[config.mk]
export PLATFORM = sky130hd
export DESIGN_NAME = thumb_alu_insn_classifier_flat
export DESIGN_NICKNAME = d
export VERILOG_FILES = /design/src/tac_pkg.sv /design/src/tac_if.sv /design/src/thumb_alu_insn_classifier.sv /design/src/flat_wrapper.sv
export SDC_FILE = /design/constraint.sdc
export NUM_CORES = 1
export LEC_CHECK = 0
export BUFFER_PORTS_ARGS = -buffer_cell sky130_fd_sc_hd__buf_2
export CORE_ASPECT_RATIO = 0.8
export CORE_MARGIN = 3
export CORE_UTILIZATION = 45
export DETAILED_ROUTE_END_ITERATION = 12
export PLACE_DENSITY = 0.74
export SLEW_MARGIN = 10
export SYNTH_ARGS = -nofsm -noshare
export SYNTH_HDL_FRONTEND = slang
export SYNTH_SLANG_ARGS = --single-unit
[constraint.sdc]
create_clock -name i_clk -period 4.3 [get_ports i_clk]
set_clock_uncertainty 0.15 [all_clocks]
set_input_delay 0.43 -clock i_clk [delete_from_list [all_inputs] [get_ports i_clk]]
set_output_delay 0.43 -clock i_clk [all_outputs]
set_load 0.01 [all_outputs]
[src/tac_pkg.sv]
`default_nettype none
// ----------------------------------------------------------------------------
// tac_pkg
// Types, class codes and helpers shared by the Thumb ALU instruction
// classifier and its channel interfaces.
// ----------------------------------------------------------------------------
package tac_pkg;

    typedef enum logic [4:0] {
        CLS_ADD = 5'd0,
        CLS_SUB = 5'd1,
        CLS_RSB = 5'd2,
        CLS_ADC = 5'd3,
        CLS_SBC = 5'd4,
        CLS_AND = 5'd5,
        CLS_ORR = 5'd6,
        CLS_EOR = 5'd7,
        CLS_BIC = 5'd8,
        CLS_MVN = 5'd9,
        CLS_MUL = 5'd10,
        CLS_DIV = 5'd11,
        CLS_LSL = 5'd12,
        CLS_LSR = 5'd13,
        CLS_ASR = 5'd14,
        CLS_ROR = 5'd15,
        CLS_CMP = 5'd16,
        CLS_CMN = 5'd17,
        CLS_TST = 5'd18,
        CLS_TEQ = 5'd19,
        CLS_STR = 5'd20
    } t_class;

    typedef logic [3:0] t_reg_idx;

    typedef struct packed {
        logic        matched;
        t_class      insn_class;
        logic        writes_register;
        t_reg_idx    first_reg;
        logic        second_reg_valid;
        t_reg_idx    second_reg;
        logic        imm_valid;
        logic [31:0] compare_imm;
        logic [2:0]  store_bytes;
    } t_result;

    localparam logic [2:0] STORE_BYTE = 3'd1;
    localparam logic [2:0] STORE_HALF = 3'd2;
    localparam logic [2:0] STORE_WORD = 3'd4;

    // class of the narrow data-processing group, by opcode
    function automatic t_class f_narrow_dp_class(input logic [3:0] op);
        t_class c;
        begin
            case (op)
                4'h0:    c = CLS_AND;
                4'h1:    c = CLS_EOR;
                4'h2:    c = CLS_LSL;
                4'h3:    c = CLS_LSR;
                4'h4:    c = CLS_ASR;
                4'h5:    c = CLS_ADC;
                4'h6:    c = CLS_SBC;
                4'h7:    c = CLS_ROR;
                4'h8:    c = CLS_TST;
                4'h9:    c = CLS_RSB;
                4'hA:    c = CLS_CMP;
                4'hB:    c = CLS_CMN;
                4'hC:    c = CLS_ORR;
                4'hD:    c = CLS_MUL;
                4'hE:    c = CLS_BIC;
                default: c = CLS_MVN;
            endcase
            return c;
        end
    endfunction

    function automatic t_class f_shift_class(input logic [1:0] ty);
        t_class c;
        begin
            case (ty)
                2'd0:    c = CLS_LSL;
                2'd1:    c = CLS_LSR;
                2'd2:    c = CLS_ASR;
                default: c = CLS_ROR;
            endcase
            return c;
        end
    endfunction

    // thumb modified-immediate expansion
    function automatic logic [31:0] f_expand_imm(input logic [11:0] imm12);
        logic [7:0]  b;
        logic [31:0] v;
        logic [63:0] rot_word;
        logic [31:0] res;
        begin
            b        = imm12[7:0];
            v        = {24'd0, 1'b1, b[6:0]};
            rot_word = {v, v} >> imm12[11:7];
            case (imm12[11:8])
                4'h0:    res = {24'd0, b};
                4'h1:    res = {8'd0, b, 8'd0, b};
                4'h2:    res = {b, 8'd0, b, 8'd0};
                4'h3:    res = {b, b, b, b};
                default: res = rot_word[31:0];
            endcase
            return res;
        end
    endfunction

endpackage
`default_nettype wire

[src/tac_if.sv]
`default_nettype none
// ----------------------------------------------------------------------------
// tac channel interfaces
// Valid/ready channels carrying instruction words in and class words out.
// ----------------------------------------------------------------------------
interface tac_in_if
    import tac_pkg::*;
();
    logic        valid;
    logic        ready;
    logic [15:0] first_half;
    logic [15:0] second_half;
    logic        is_wide;

    modport source (output valid, output first_half, output second_half,
                    output is_wide, input ready);
    modport sink   (input valid, input first_half, input second_half,
                    input is_wide, output ready);
endinterface

interface tac_out_if
    import tac_pkg::*;
();
    logic        valid;
    logic        ready;
    logic        matched;
    t_class      insn_class;
    logic        writes_register;
    t_reg_idx    first_reg;
    logic        second_reg_valid;
    t_reg_idx    second_reg;
    logic        imm_valid;
    logic [31:0] compare_imm;
    logic [2:0]  store_bytes;

    modport source (output valid, output matched, output insn_class,
                    output writes_register, output first_reg,
                    output second_reg_valid, output second_reg,
                    output imm_valid, output compare_imm, output store_bytes,
                    input ready);
    modport sink   (input valid, input matched, input insn_class,
                    input writes_register, input first_reg,
                    input second_reg_valid, input second_reg,
                    input imm_valid, input compare_imm, input store_bytes,
                    output ready);
endinterface
`default_nettype wire

[src/thumb_alu_insn_classifier.sv]
`default_nettype none
// ----------------------------------------------------------------------------
// thumb_alu_insn_classifier
// Sorts one Thumb instruction per word into an ALU, compare or store class.
// ----------------------------------------------------------------------------
// Input channel i_in carries one instruction word: first and second halfword
// and a wide flag. Output channel o_out carries one class word per input word,
// in order: match flag, class, written/compared/stored register, second
// compare register or expanded immediate, and store size.
// The block is two registers deep: the input word is captured, decoded by
// combinational logic, and the result lands in the output register. o_out.valid
// rises once the output register takes the decoded word from the input
// register; throughput is one word every cycle while the receiver does not
// stall, set by the single decode pass between the two registers.
// When the receiver stalls the output register holds its word and the input
// register keeps accepting until it is full, so ready drops only once both
// stages hold a word. Reset (i_rst_n low, synchronous) empties both stages;
// the block keeps no other state.
// ----------------------------------------------------------------------------
module thumb_alu_insn_classifier
    import tac_pkg::*;
(
    input  wire        i_clk,
    input  wire        i_rst_n,
    tac_in_if.sink     i_in,
    tac_out_if.source  o_out
);

    logic        r_s1_valid;
    logic [15:0] r_s1_first_half;
    logic [15:0] r_s1_second_half;
    logic        r_s1_is_wide;
    logic        r_out_valid;
    t_result     r_out;
    t_result     n_out;
    logic        out_free;
    logic        advance;

    function automatic t_result f_write(input t_class c, input t_reg_idx rd);
        t_result r;
        begin
            r                 = '0;
            r.matched         = 1'b1;
            r.insn_class      = c;
            r.writes_register = 1'b1;
            r.first_reg       = rd;
            return r;
        end
    endfunction

    function automatic t_result f_cmp_reg(input t_class c, input t_reg_idx rn,
                                          input t_reg_idx rm);
        t_result r;
        begin
            r                  = '0;
            r.matched          = 1'b1;
            r.insn_class       = c;
            r.first_reg        = rn;
            r.second_reg_valid = 1'b1;
            r.second_reg       = rm;
            return r;
        end
    endfunction

    function automatic t_result f_cmp_imm(input t_class c, input t_reg_idx rn,
                                          input logic [31:0] imm);
        t_result r;
        begin
            r             = '0;
            r.matched     = 1'b1;
            r.insn_class  = c;
            r.first_reg   = rn;
            r.imm_valid   = 1'b1;
            r.compare_imm = imm;
            return r;
        end
    endfunction

    function automatic t_result f_store(input t_reg_idx rt, input logic [2:0] nb);
        t_result r;
        begin
            r             = '0;
            r.matched     = 1'b1;
            r.insn_class  = CLS_STR;
            r.first_reg   = rt;
            r.store_bytes = nb;
            return r;
        end
    endfunction

    function automatic t_result f_narrow(input logic [15:0] h);
        t_result  r;
        t_reg_idx rdn;
        begin
            r   = '0;
            rdn = {h[7], h[2:0]};
            if (h[15:10] == 6'b010000) begin
                if (h[9:6] == 4'h8 || h[9:6] == 4'hA || h[9:6] == 4'hB) begin
                    r = f_cmp_reg(f_narrow_dp_class(h[9:6]), {1'b0, h[2:0]},
                                  {1'b0, h[5:3]});
                end else begin
                    r = f_write(f_narrow_dp_class(h[9:6]), {1'b0, h[2:0]});
                end
            end else if (h[15:13] == 3'b000 && h[12:11] != 2'b11) begin
                // lsl by zero is a register move
                if (!(h[12:11] == 2'b00 && h[10:6] == 5'd0)) begin
                    r = f_write(f_shift_class(h[12:11]), {1'b0, h[2:0]});
                end
            end else if (h[15:11] == 5'b00011) begin
                r = f_write(h[9] ? CLS_SUB : CLS_ADD, {1'b0, h[2:0]});
            end else if (h[15:13] == 3'b001) begin
                case (h[12:11])
                    2'd1:    r = f_cmp_imm(CLS_CMP, {1'b0, h[10:8]}, {24'd0, h[7:0]});
                    2'd2:    r = f_write(CLS_ADD, {1'b0, h[10:8]});
                    2'd3:    r = f_write(CLS_SUB, {1'b0, h[10:8]});
                    default: r = '0;
                endcase
            end else if (h[15:9] == 7'b0100010) begin
                if (h[8]) begin
                    r = f_cmp_reg(CLS_CMP, rdn, h[6:3]);
                end else if (rdn != 4'd13 && rdn != 4'd15) begin
                    r = f_write(CLS_ADD, rdn);
                end
            end else if (h[15:9] == 7'b0101000) begin
                r = f_store({1'b0, h[2:0]}, STORE_WORD);
            end else if (h[15:9] == 7'b0101001) begin
                r = f_store({1'b0, h[2:0]}, STORE_HALF);
            end else if (h[15:9] == 7'b0101010) begin
                r = f_store({1'b0, h[2:0]}, STORE_BYTE);
            end else if (h[15:11] == 5'b01100) begin
                r = f_store({1'b0, h[2:0]}, STORE_WORD);
            end else if (h[15:11] == 5'b01110) begin
                r = f_store({1'b0, h[2:0]}, STORE_BYTE);
            end else if (h[15:11] == 5'b10000) begin
                r = f_store({1'b0, h[2:0]}, STORE_HALF);
            end else if (h[15:11] == 5'b10010) begin
                r = f_store({1'b0, h[10:8]}, STORE_WORD);
            end
            return r;
        end
    endfunction

    // opcode table shared by the wide register and modified-immediate groups
    function automatic t_result f_wide_dp(input logic [3:0] op, input logic s,
                                          input t_reg_idx rn, input t_reg_idx rd,
                                          input logic is_reg, input t_reg_idx rm,
                                          input logic [11:0] imm12);
        t_result r;
        logic    special;
        logic    is_cmp;
        t_class  cmp_cls;
        begin
            r       = '0;
            special = s && (rd == 4'hF);
            is_cmp  = 1'b0;
            cmp_cls = CLS_CMP;
            case (op)
                4'h0: begin
                    if (special) begin
                        is_cmp  = 1'b1;
                        cmp_cls = CLS_TST;
                    end else begin
                        r = f_write(CLS_AND, rd);
                    end
                end
                4'h1: r = f_write(CLS_BIC, rd);
                4'h2: begin
                    if (rn != 4'hF) begin
                        r = f_write(CLS_ORR, rd);
                    end
                end
                4'h3: r = f_write((rn == 4'hF) ? CLS_MVN : CLS_ORR, rd);
                4'h4: begin
                    if (special) begin
                        is_cmp  = 1'b1;
                        cmp_cls = CLS_TEQ;
                    end else begin
                        r = f_write(CLS_EOR, rd);
                    end
                end
                4'h8: begin
                    if (special) begin
                        is_cmp  = 1'b1;
                        cmp_cls = CLS_CMN;
                    end else if (rn != 4'd13) begin
                        r = f_write(CLS_ADD, rd);
                    end
                end
                4'hA: r = f_write(CLS_ADC, rd);
                4'hB: r = f_write(CLS_SBC, rd);
                4'hD: begin
                    if (special) begin
                        is_cmp  = 1'b1;
                        cmp_cls = CLS_CMP;
                    end else if (rn != 4'd13) begin
                        r = f_write(CLS_SUB, rd);
                    end
                end
                4'hE: r = f_write(CLS_RSB, rd);
                default: r = '0;
            endcase
            if (is_cmp) begin
                if (is_reg) begin
                    r = f_cmp_reg(cmp_cls, rn, rm);
                end else begin
                    r = f_cmp_imm(cmp_cls, rn, f_expand_imm(imm12));
                end
            end
            return r;
        end
    endfunction

    function automatic t_result f_wide(input logic [15:0] a, input logic [15:0] b);
        t_result     r;
        t_reg_idx    rd;
        t_reg_idx    rn;
        logic [11:0] t;
        logic [11:0] imm12;
        begin
            r     = '0;
            rd    = b[11:8];
            rn    = a[3:0];
            t     = a[15:4];
            imm12 = {a[10], b[14:12], b[7:0]};
            if (a[15:7] == 9'b111110100 && b[15:12] == 4'hF && b[7:4] == 4'h0) begin
                r = f_write(f_shift_class(a[6:5]), rd);
            end else if (a[15:9] == 7'b1110101) begin
                if (a[8:5] == 4'h2 && rn == 4'hF) begin
                    // move with shift; plain move when shift is lsl by zero
                    if (!(b[5:4] == 2'b00 && b[14:12] == 3'd0 && b[7:6] == 2'd0)) begin
                        r = f_write(f_shift_class(b[5:4]), rd);
                    end
                end else begin
                    r = f_wide_dp(a[8:5], a[4], rn, rd, 1'b1, b[3:0], 12'd0);
                end
            end else if (a[15:11] == 5'b11110 && !a[9] && !b[15]) begin
                if (!(a[8:5] == 4'h2 && rn == 4'hF)) begin
                    r = f_wide_dp(a[8:5], a[4], rn, rd, 1'b0, 4'd0, imm12);
                end
            end else if (a[15:11] == 5'b11110
                         && (a[9:4] == 6'b100000 || a[9:4] == 6'b101010)) begin
                if (rn != 4'hF && rn != 4'd13) begin
                    r = f_write((a[9:4] == 6'b100000) ? CLS_ADD : CLS_SUB, rd);
                end
            end else if (t == 12'hF80 || t == 12'hF88) begin
                r = f_store(b[15:12], STORE_BYTE);
            end else if (t == 12'hF82 || t == 12'hF8A) begin
                r = f_store(b[15:12], STORE_HALF);
            end else if (t == 12'hF84 || t == 12'hF8C) begin
                r = f_store(b[15:12], STORE_WORD);
            end else if (t == 12'hFB0) begin
                if (b[7:5] == 3'd0) begin
                    r = f_write(CLS_MUL, rd);
                end
            end else if ((t == 12'hFB9 || t == 12'hFBB)
                         && b[15:12] == 4'hF && b[7:4] == 4'hF) begin
                r = f_write(CLS_DIV, rd);
            end
            return r;
        end
    endfunction

    assign out_free   = !r_out_valid || o_out.ready;
    assign advance    = r_s1_valid && out_free;
    assign i_in.ready = !r_s1_valid || out_free;

    always_comb begin
        if (r_s1_is_wide) begin
            n_out = f_wide(r_s1_first_half, r_s1_second_half);
        end else begin
            n_out = f_narrow(r_s1_first_half);
        end
    end

    always_ff @(posedge i_clk) begin
        if (!i_rst_n) begin
            r_s1_valid  <= 1'b0;
            r_out_valid <= 1'b0;
        end else begin
            if (i_in.ready) begin
                r_s1_valid <= i_in.valid;
            end
            if (out_free) begin
                r_out_valid <= r_s1_valid;
            end
        end
        if (i_in.valid && i_in.ready) begin
            r_s1_first_half  <= i_in.first_half;
            r_s1_second_half <= i_in.second_half;
            r_s1_is_wide     <= i_in.is_wide;
        end
        if (advance) begin
            r_out <= n_out;
        end
    end

    assign o_out.valid            = r_out_valid;
    assign o_out.matched          = r_out.matched;
    assign o_out.insn_class       = r_out.insn_class;
    assign o_out.writes_register  = r_out.writes_register;
    assign o_out.first_reg        = r_out.first_reg;
    assign o_out.second_reg_valid = r_out.second_reg_valid;
    assign o_out.second_reg       = r_out.second_reg;
    assign o_out.imm_valid        = r_out.imm_valid;
    assign o_out.compare_imm      = r_out.compare_imm;
    assign o_out.store_bytes      = r_out.store_bytes;

endmodule
`default_nettype wire
[src/flat_wrapper.sv]
// flat-port wrapper written by rule: the top's interface ports become plain ports
module thumb_alu_insn_classifier_flat import tac_pkg::*;
  (i_clk, i_rst_n, i_in_valid, i_in_first_half, i_in_second_half, i_in_is_wide, i_in_ready, o_out_valid, o_out_matched, o_out_insn_class, o_out_writes_register, o_out_first_reg, o_out_second_reg_valid, o_out_second_reg, o_out_imm_valid, o_out_compare_imm, o_out_store_bytes, o_out_ready);
  tac_in_if i_in_i ();
  tac_out_if o_out_i ();
  input  wire i_clk;
  input  wire i_rst_n;
  input wire logic [$bits(i_in_i.valid)-1:0] i_in_valid;
  input wire logic [$bits(i_in_i.first_half)-1:0] i_in_first_half;
  input wire logic [$bits(i_in_i.second_half)-1:0] i_in_second_half;
  input wire logic [$bits(i_in_i.is_wide)-1:0] i_in_is_wide;
  output wire logic [$bits(i_in_i.ready)-1:0] i_in_ready;
  output wire logic [$bits(o_out_i.valid)-1:0] o_out_valid;
  output wire logic [$bits(o_out_i.matched)-1:0] o_out_matched;
  output wire logic [$bits(o_out_i.insn_class)-1:0] o_out_insn_class;
  output wire logic [$bits(o_out_i.writes_register)-1:0] o_out_writes_register;
  output wire logic [$bits(o_out_i.first_reg)-1:0] o_out_first_reg;
  output wire logic [$bits(o_out_i.second_reg_valid)-1:0] o_out_second_reg_valid;
  output wire logic [$bits(o_out_i.second_reg)-1:0] o_out_second_reg;
  output wire logic [$bits(o_out_i.imm_valid)-1:0] o_out_imm_valid;
  output wire logic [$bits(o_out_i.compare_imm)-1:0] o_out_compare_imm;
  output wire logic [$bits(o_out_i.store_bytes)-1:0] o_out_store_bytes;
  input wire logic [$bits(o_out_i.ready)-1:0] o_out_ready;
  assign i_in_i.valid = i_in_valid;
  assign i_in_i.first_half = i_in_first_half;
  assign i_in_i.second_half = i_in_second_half;
  assign i_in_i.is_wide = i_in_is_wide;
  assign i_in_ready = i_in_i.ready;
  assign o_out_valid = o_out_i.valid;
  assign o_out_matched = o_out_i.matched;
  assign o_out_insn_class = o_out_i.insn_class;
  assign o_out_writes_register = o_out_i.writes_register;
  assign o_out_first_reg = o_out_i.first_reg;
  assign o_out_second_reg_valid = o_out_i.second_reg_valid;
  assign o_out_second_reg = o_out_i.second_reg;
  assign o_out_imm_valid = o_out_i.imm_valid;
  assign o_out_compare_imm = o_out_i.compare_imm;
  assign o_out_store_bytes = o_out_i.store_bytes;
  assign o_out_i.ready = o_out_ready;
  thumb_alu_insn_classifier u_core (.i_clk(i_clk), .i_rst_n(i_rst_n), .i_in(i_in_i), .o_out(o_out_i));
endmodule
### Word-level counts from Yosys, hierarchy flattened

Memory sizes are Yosys's and may differ from the RTL's. A register that Yosys moved wholly into a read port is not among the register bits.
Cells that the tools add are included.

* $lt $le $gt $ge: 0
* add/subtract/negate cells: 0
* div/mod/pow operators: 0
* reductions and logical operators: 42
* eq/ne operators: 56
* multiplexer cells: 65
* $mul: 0
* shift-type cells: 1
* bitwise gates (word level): 0

Operators with widths (count)
* $mux W52: 39
* $pmux W52 S10: 1
* $pmux W52 S3: 1
* $pmux W32 S4: 1
* $eq A12 B12 Y1 const B: 9
* $mux W51: 1
* $eq A4 B4 Y1 const B: 12
* $shr A40 B5 Y32: 1
* $eq A7 B6 Y1 const B: 4
* $pmux W2 S3: 3
* $logic_and A1 B1 Y1: 17
* $eq A4 B2 Y1 const B: 4
* $ne A4 B4 Y1 const B: 4
* $eq A5 B5 Y1 const B: 3
* $pmux W5 S3: 1
* $mux W1: 13
* $eq A6 B6 Y1 const B: 2
* $logic_not A4 Y1: 3
* $mux W4: 3
* $eq A5 B4 Y1 const B: 2
* $eq A9 B9 Y1 const B: 1
* $logic_not A3 Y1: 3
* $logic_or A1 B1 Y1: 9
* $eq A2 B2 Y1 const B: 4
* other kinds (13): 23

* memories kept: 2
* latch bits: 0
* input port bits: 37
* memory bits (read-only): 160
* register bits after elaboration: 87
* memory bits (writable): 0

Memories
* (name not given): depth 16, bits a word 5, read ports 1, clocked after memory_dff 1, write ports 0, line tac_pkg.sv:55 `case (op)`
* (name not given): depth 16, bits a word 5, read ports 1, clocked after memory_dff 1, write ports 0, line tac_pkg.sv:55

### Longest topological paths before layout

Gate-level depths: netlist of the first run.

* word-level depth: 15
* gate-level depth with buffers: 8
* gate-level depth less buffers: 8

### Worst setup path after synthesis of the first run

No wires, ideal clock.

* path type: input to register
* start: input port o_out_ready
* end: register u_core.r_out (netlist bit u_core.o_out.compare_imm[0]) (enable)
* arrival: 2.828 ns
* buffers on the path: 0
* required time: 3.682 ns
* path slack: 0.854 ns
* stages on the path: 2
* setup time: 0.468 ns
* cell sequence: nor2b_1 nor2b_1

* cells in the longest elaborated chain, start to end: 2

Ends and longest elaborated chain
* from (decl): line flat_wrapper.sv:23 `input wire logic [$bits(o_out_i.ready)-1:0] o_out_ready;`
* $logic_or A1 B1 Y1: line thumb_alu_insn_classifier.sv:263 `assign out_free = !r_out_valid || o_out.ready;`
* $logic_and A1 B1 Y1: line thumb_alu_insn_classifier.sv:264 `assign advance = r_s1_valid && out_free;`
* net u_core.advance: line thumb_alu_insn_classifier.sv:37 `logic advance;`
* to (signal assigned): line thumb_alu_insn_classifier.sv:293 `r_out <= n_out;`
* to (decl): line thumb_alu_insn_classifier.sv:34 `t_result r_out;`

The timed path passes the listed nets, and every way through them passes these cells.
A chain may end at the register's enable or synchronous reset.

==> results of run 1 <==
## cells in the mapped netlist, types with 6 or more instances
| cell type | count |
|---|---|
| a21oi_1 | 26 |
| inv_1 | 15 |
| nand2_1 | 48 |
| nand2b_1 | 8 |
| clkbuf_1 | 30 |
| o21ai_0 | 21 |
| nor4_1 | 6 |
| nand3_1 | 12 |
| nor2b_1 | 14 |
| nor2_1 | 52 |
| mux2_2 | 10 |
| buf_2 | 6 |
| ha_1 | 6 |
| dfxtp_1 | 7 |
| edfxtp_1 | 85 |
| a32oi_1 | 7 |
| o21ai_1 | 6 |
| a22oi_1 | 27 |
| mux2i_1 | 12 |
| nor3_1 | 18 |
## path summary, 6_finish.rpt
kind                               from                          to  slack (ns)  cells past startpoint
max          u_core.r_s1_first_half[13]      u_core.o_out.imm_valid        1.06                      6
min                 i_in_first_half[13]  u_core.r_s1_first_half[13]        0.10                      1
max reg2reg  u_core.r_s1_first_half[13]      u_core.o_out.imm_valid        1.06                      6
min reg2reg           u_core.r_s1_valid          u_core.o_out.valid        0.39                      1
## worst max-delay path, delay by kind of cell (launching register included)
kind | cells | cell delay [ns]
AOI/OAI and AO/OA | 2 | 0.88
buffers and inverters | 1 | 0.31
DFF | 1 | 0.62
and+or+nand+nor | 3 | 0.97
## stage by stage
stage	util [%]	power [mW]	setup slack [ns]	instance area, µm²
after floorplan	-	1.28	0.854	5380
after global placement	50.9	1.38	1.14	5910
after detailed placement	50.9	1.38	1.14	5910
after CTS	53.5	2.18	1.13	6200
after global routing	53.5	2.26	0.874	6200
final	53.5	2.18	1.06	6200
## power breakdown
group          internal (mW)  total [mW]  switching, mW
sequential              1.03        1.10         0.0672
combinational          0.109       0.272          0.164
clock                  0.454       0.804          0.350
total                   1.60        2.18          0.581
## logic make-up after synthesis
logic type	after synthesis	synth area share, %
multiplexers	24	5.17
AND/OR/NAND/NOR	199	18.9
adder cells (fa/ha/maj)	7	1.58
flip-flops	92	50.1
XOR/XNOR	1	0.163
buffers and inverters	55	4.12
AO/OA/AOI/OAI	150	19.9
## cell type report
| cell class | instances | area (µm²) |
|---|---|---|
| clock buffer | 9 | 225 |
| clock inverter | 7 | 73.8 |
| fill | 1032 | 5400 |
| inverter | 15 | 56.3 |
| multi-input combinational | 381 | 2470 |
| sequential | 92 | 2690 |
| tap | 148 | 185 |
| timing repair buffer | 97 | 503 |
## layout by cell type, fill, tap and decap left out, drive strengths merged, types with 3 or more instances in the layout
master	count
nor4	7
nand2	48
a22o	5
or4	4
o22ai	4
dfxtp	7
a211oi	3
clkinv	4
o32ai	4
clkbuf	9
nor2	52
inv	16
and3	3
nor2b	14
ha	6
a21oi	26
or4b	3
a32o	3
mux2	10
o22a	4
or2	5
nor3	18
a32oi	7
edfxtp	85
nand3	13
a21o	3
nand2b	8
a21boi	3
a31oi	5
buf	97
nand3b	3
nand4	4
o21ai	27
a22oi	27
mux2i	12
or3	4
## per-layer routing
| layer | up-vias | GRT usage [%] | routed length (µm) |
|---|---|---|---|
| li1 | 2177 | - | - |
| met4 | 0 | 5.38 | 202 |
| met1 | 2173 | 37.4 | 7320 |
| met5 | - | 0 | 0 |
| met2 | 283 | 30.3 | 6230 |
| met3 | 24 | 6.80 | 1870 |
==> metrics, run 1 <==
outcome finished, final reports clean; Least-Margin Pin Slew about 1.1 ns; sequential area share after synthesis approximately half; CP required roughly 4.2 ns; layout cells sized above 1 ~23%; core area between 10,000 and 15,000 µm²; final wirelength approximately 16 mm; Post-CTS Resized 0; die area roughly 13,000 µm²; Inst Count DP approximately 730; Area contributors post-synth edfxtp_1 (47%), a22oi_1 (3.8%), nor2_1 (3.6%), nand2_1 (3.4%), dfxtp_1 (2.6%); async set or reset register ratio after synthesis 0%; largest net degree at the start of global routing 39; worst-path fanout max 33; max reg flops 32; HPWL Detailed ~11 mm; # setup viols final 0; setup repair bufs after CTS 0; max incr delay on CP ~0.74 ns; GRT Util Overall around 23%; post-DR wirelength/cell approximately 21 µm; fin nets around 640; Max-slew headroom approximately 25%; Ant. Diodes 0; Syn Area/Cell approximately 10 µm²; clk root buf clkbuf_16; CTS tree yes; final critical-path required period 3.24 ns; Critical Path AT approximately 3.1 ns; most common flop cell mapped by yosys edfxtp_1; CP max stage cell o41ai_2; critical path launch point type flip-flop; achievable frequency about 300 MHz; initial antenna violation count 0; global-route wire length before repair approximately 24 mm; Final Non-Filler Cells 749; CTS Buf Count 9; number of synthesized flops with an enable pin 85; 1st-pass router iterations 5; max-slew violations 0; vias per inst 6.22; Distinct cells, synth 77; critical path, cell by cell nand3_2, or3_1, o41ai_2, or4_1, buf_4, o21ai_1; vias in the first global route 4,302; hold_ws between 0.1 and 0.15 ns; Core Rows 35; mapped cell area 5380 µm²; unrepaired setup endpoints after global routing no; Area Growth Syn to Fin 15.4%; Synth top area share between 40% and 50%; total number of yosys warnings 0; Leakage between 2 and 2.5 nW; setup_tns 0 ns; post-route ant nets 0; CTS Hold Buffers Added 0; clock transition at the registers of the reported paths around 0.07 ns; I/O Buffers 90; GPL Wtd Cong 0.971; PD cells roughly 350 nW/µm²; Chip Width 128 µm; Max Cap Viol 0; post-synthesis cell count between 500 and 600; routed vias ~4,700; Die H a little over 100 µm; DRC violation total after the first TritonRoute iteration between 400 and 500; GRT overflow 0; CP Class flip-flop to flip-flop; CTS Sinks 92; syn nets between 500 and 600; Synth area leader edfxtp_1; flop and latch count out of synthesis 92; Max clock buf depth 2; CP Capture Type flip-flop; I/O pin count a little over 90; Starting Density 46.3%; VDD IR max between 200 and 300 µV; fin crit share between 70% and 80%; Clock Latency Late Sink 0.35 ns; Post-route DRC 0; H-tree levels 3; final hold vios 0; Hold WC Path Type input port to flip-flop
(Power assumes the default switching activity.)
==> run 2, diff against run 1 <==
- ABC_AREA: not set -> 1
- clock period: 4.3 -> 3.13 ns (I/O delays scaled with it)
==> run 2 against run 1 <==
Against the previous run: combinational power grew 47%; highest routed layer unchanged; critical path depth up 1; non-clock buffer count rose by 34; critical endpoint is now u_core.o_out.compare_imm[1]; synthesized cell count increased by 30%.
==> metrics, run 2 <==
async set or reset register ratio after synthesis 0% (unchanged); Final Non-Filler Cells 957 (+28%); Area contributors post-synth edfxtp_1 (45%), nand2_1 (12%), nor2_1 (5.5%), nand3_1 (5.4%), o21ai_0 (5.4%); CTS Sinks 92 (unchanged); Synth top area share 45.5% (-2.0 points); fin nets 848 (+33%); largest net degree at the start of global routing 53 (+36%); Die H 106 µm (+2.0%); Starting Density 47.5% (+1.1 points); Layout Utilization 57.4% (+4.0 points); max reg flops 32 (unchanged); PD cells 435 nW/µm² (+24%); Critical Path AT 2.64 ns (-0.50 ns); Chip Width 131 µm (+2.1%); Leakage 2.93 nW (+33%); CP delay by family, top simple AND/OR/NAND/NOR gates; Post-synth top cells nand2_1 (179), edfxtp_1 (85), nor2_1 (82); DRC violation total after the first TritonRoute iteration 771 (+58%); CP required 3.04 ns (-1.16 ns); total power 2.96 mW (+36%); CP Class flip-flop to flip-flop; Max clock buf depth 2 (unchanged); hold depth 1 (unchanged); Inst Count DP 915 (+25%); Max Cap Viol 0 (unchanged); Post-route DRC 0 (unchanged); CTS tree yes; post-route ant nets 0 (unchanged); H-tree levels 3 (unchanged); Setup Slack @ Placement 0.495 ns (-0.643 ns); sequential area share after synthesis 48.0% (-2.1 points); Core Rows 35 (unchanged); I/O pin count 91 (unchanged); Max-slew headroom 51.9% (+27 points); final instance area 6790 µm² (+9.5%); core area 11,800 µm² (+1.9%); Worst Reg-to-Reg Cells 7 (+1); Synth area leader edfxtp_1; vias in the first global route 4,954 (+15%); critical path launch point type flip-flop; WP buf/inv 1 (unchanged); Syn Area/Cell 8.18 µm² (-20%); commonest cells after routing, fill and taps aside nand2_1 (179), buf_2 (90), edfxtp_1 (85); achievable frequency 367 MHz (+19%); # setup viols final 0 (unchanged); max incr delay on CP 0.57 ns (-0.17 ns); Ant. Diodes 0 (unchanged); hold_ws 0.00519 ns (-0.0993 ns); Area Growth Syn to Fin 21.0%; WP depth 7 (+1); mapped cell area 5610 µm² (+4.4%); I/O Buffers 90 (unchanged); fin crit share 87.1% (+12 points); post-DR wirelength/cell 18.8 µm (-9.6%); final hold vios 0 (unchanged); worst-path fanout max 28 (-15%); global-route wire length before repair 27.4 mm (+13%); clk root buf clkbuf_16; Placed Instance Area 6230 µm² (+5.5%); CP Capture Type flip-flop; final worst setup slack 0.404 ns (-0.656 ns); outcome finished, final reports clean; VDD IR max 336 µV (+25%); routed vias 5,469 (+17%); max-slew violations 0 (unchanged); setup_tns 0 ns (unchanged); flop and latch count out of synthesis 92 (unchanged); Hold WC Path Type input port to flip-flop; CP max stage cell edfxtp_1; commonest non-fill, non-tap cell in the layout nand2_1; syn nets 729 (+28%); HPWL Detailed 13.6 mm (+20%); Distinct cells, synth 50 (-35%); final wirelength 18.0 mm (+15%); clock transition at the registers of the reported paths 0.07 ns (about the same); most common flop cell mapped by yosys edfxtp_1; Clock Latency Late Sink 0.35 ns (about the same); 1st-pass router iterations 7 (+2); layout cells sized above 1 18.7% (-4.1 points); CTS Buf Count 9 (unchanged); most frequent cell after synthesis nand2_1; GRT Util Overall 25.9% (+2.7 points); number of synthesized flops with an enable pin 85 (unchanged); Least-Margin Pin Slew 0.721 ns (-0.396 ns); vias per inst 5.71 (-8.1%); post-synthesis cell count 686 (+30%); critical path, cell by cell nor2_1, nand3_1, nand3b_2, nand2_2, nor3_4, inv_4, o21ai_0; die area 13,900 µm² (+4.2%); GPL Wtd Cong 1.03 (+5.8%); total number of yosys warnings 0 (unchanged); final critical-path required period 2.73 ns (-0.514 ns); initial antenna violation count 0 (unchanged); GRT overflow 0 (unchanged); unrepaired setup endpoints after global routing no
run 2: cell types whose count changed after synthesis, sizes merged, moves of 26 or more:
cell	before	now
o21ai	27	63
nand3	13	61
nand2	48	183
a22oi	27	1
nor2	52	85
inv	15	73
run 2: kinds of logic after synthesis:
logic type      after synthesis  synth area share [%]
simple gates                361                  28.0
compound gates              128                  15.1
buf+inv                      98                  7.40
mux                           1                 0.178
fa+ha+maj                     6                  1.34
flops                        92                  48.0
run 2: final timing paths:
kind | startpoint | slack [ns] | to
setup / recovery | u_core.r_s1_first_half[8] | 0.40 | u_core.o_out.compare_imm[1]
setup reg to reg | u_core.r_s1_first_half[8] | 0.40 | u_core.o_out.compare_imm[1]
hold reg to reg | u_core.r_s1_valid | 0.40 | u_core.o_out.valid
hold / removal | i_in_first_half[15] | 0.005 | u_core.r_s1_first_half[15]
run 2: power by group:
part           switching (mW)  total (mW)  internal (mW)
clock network           0.475        1.09          0.616
logic                   0.267       0.399          0.132
registers              0.0617        1.46           1.40
total                   0.804        2.96           2.15
run 2: final cells by class:
type,count,area (µm²)
clock inverters,6,63.8
repair buffers,131,826
well taps,148,185
clock buffers,9,225
inverters,75,284
flip-flops and latches,92,2690
fillers,1063,5030
multi-input cells,496,2510
run 2: timing repair:
action,4_1_cts,5_1_grt
endpoints found under the hold margin,22,5
setup buffers,0,0
hold buffers,22,5
gates resized for setup,0,0
run 2: layer usage:
metal | global-route usage (%) | part of all wire (%) | up-vias
met2 | 34.7 | 40 | 387
met3 | 8.11 | 13 | 16
met5 | 0 | 0 | -
met1 | 41.3 | 46 | 2499
li1 | - | - | 2567
met4 | 4.04 | 0.67 | 0
run 2: worst register-to-register path, delay by kind of cell, from the launching register on:
| family | cells | cell delay (ns) |
|---|---|---|
| AOI/OAI and AO/OA | 1 | 0.18 |
| buffers and inverters | 1 | 0.34 |
| DFF | 1 | 0.57 |
| and+or+nand+nor | 5 | 1.21 |
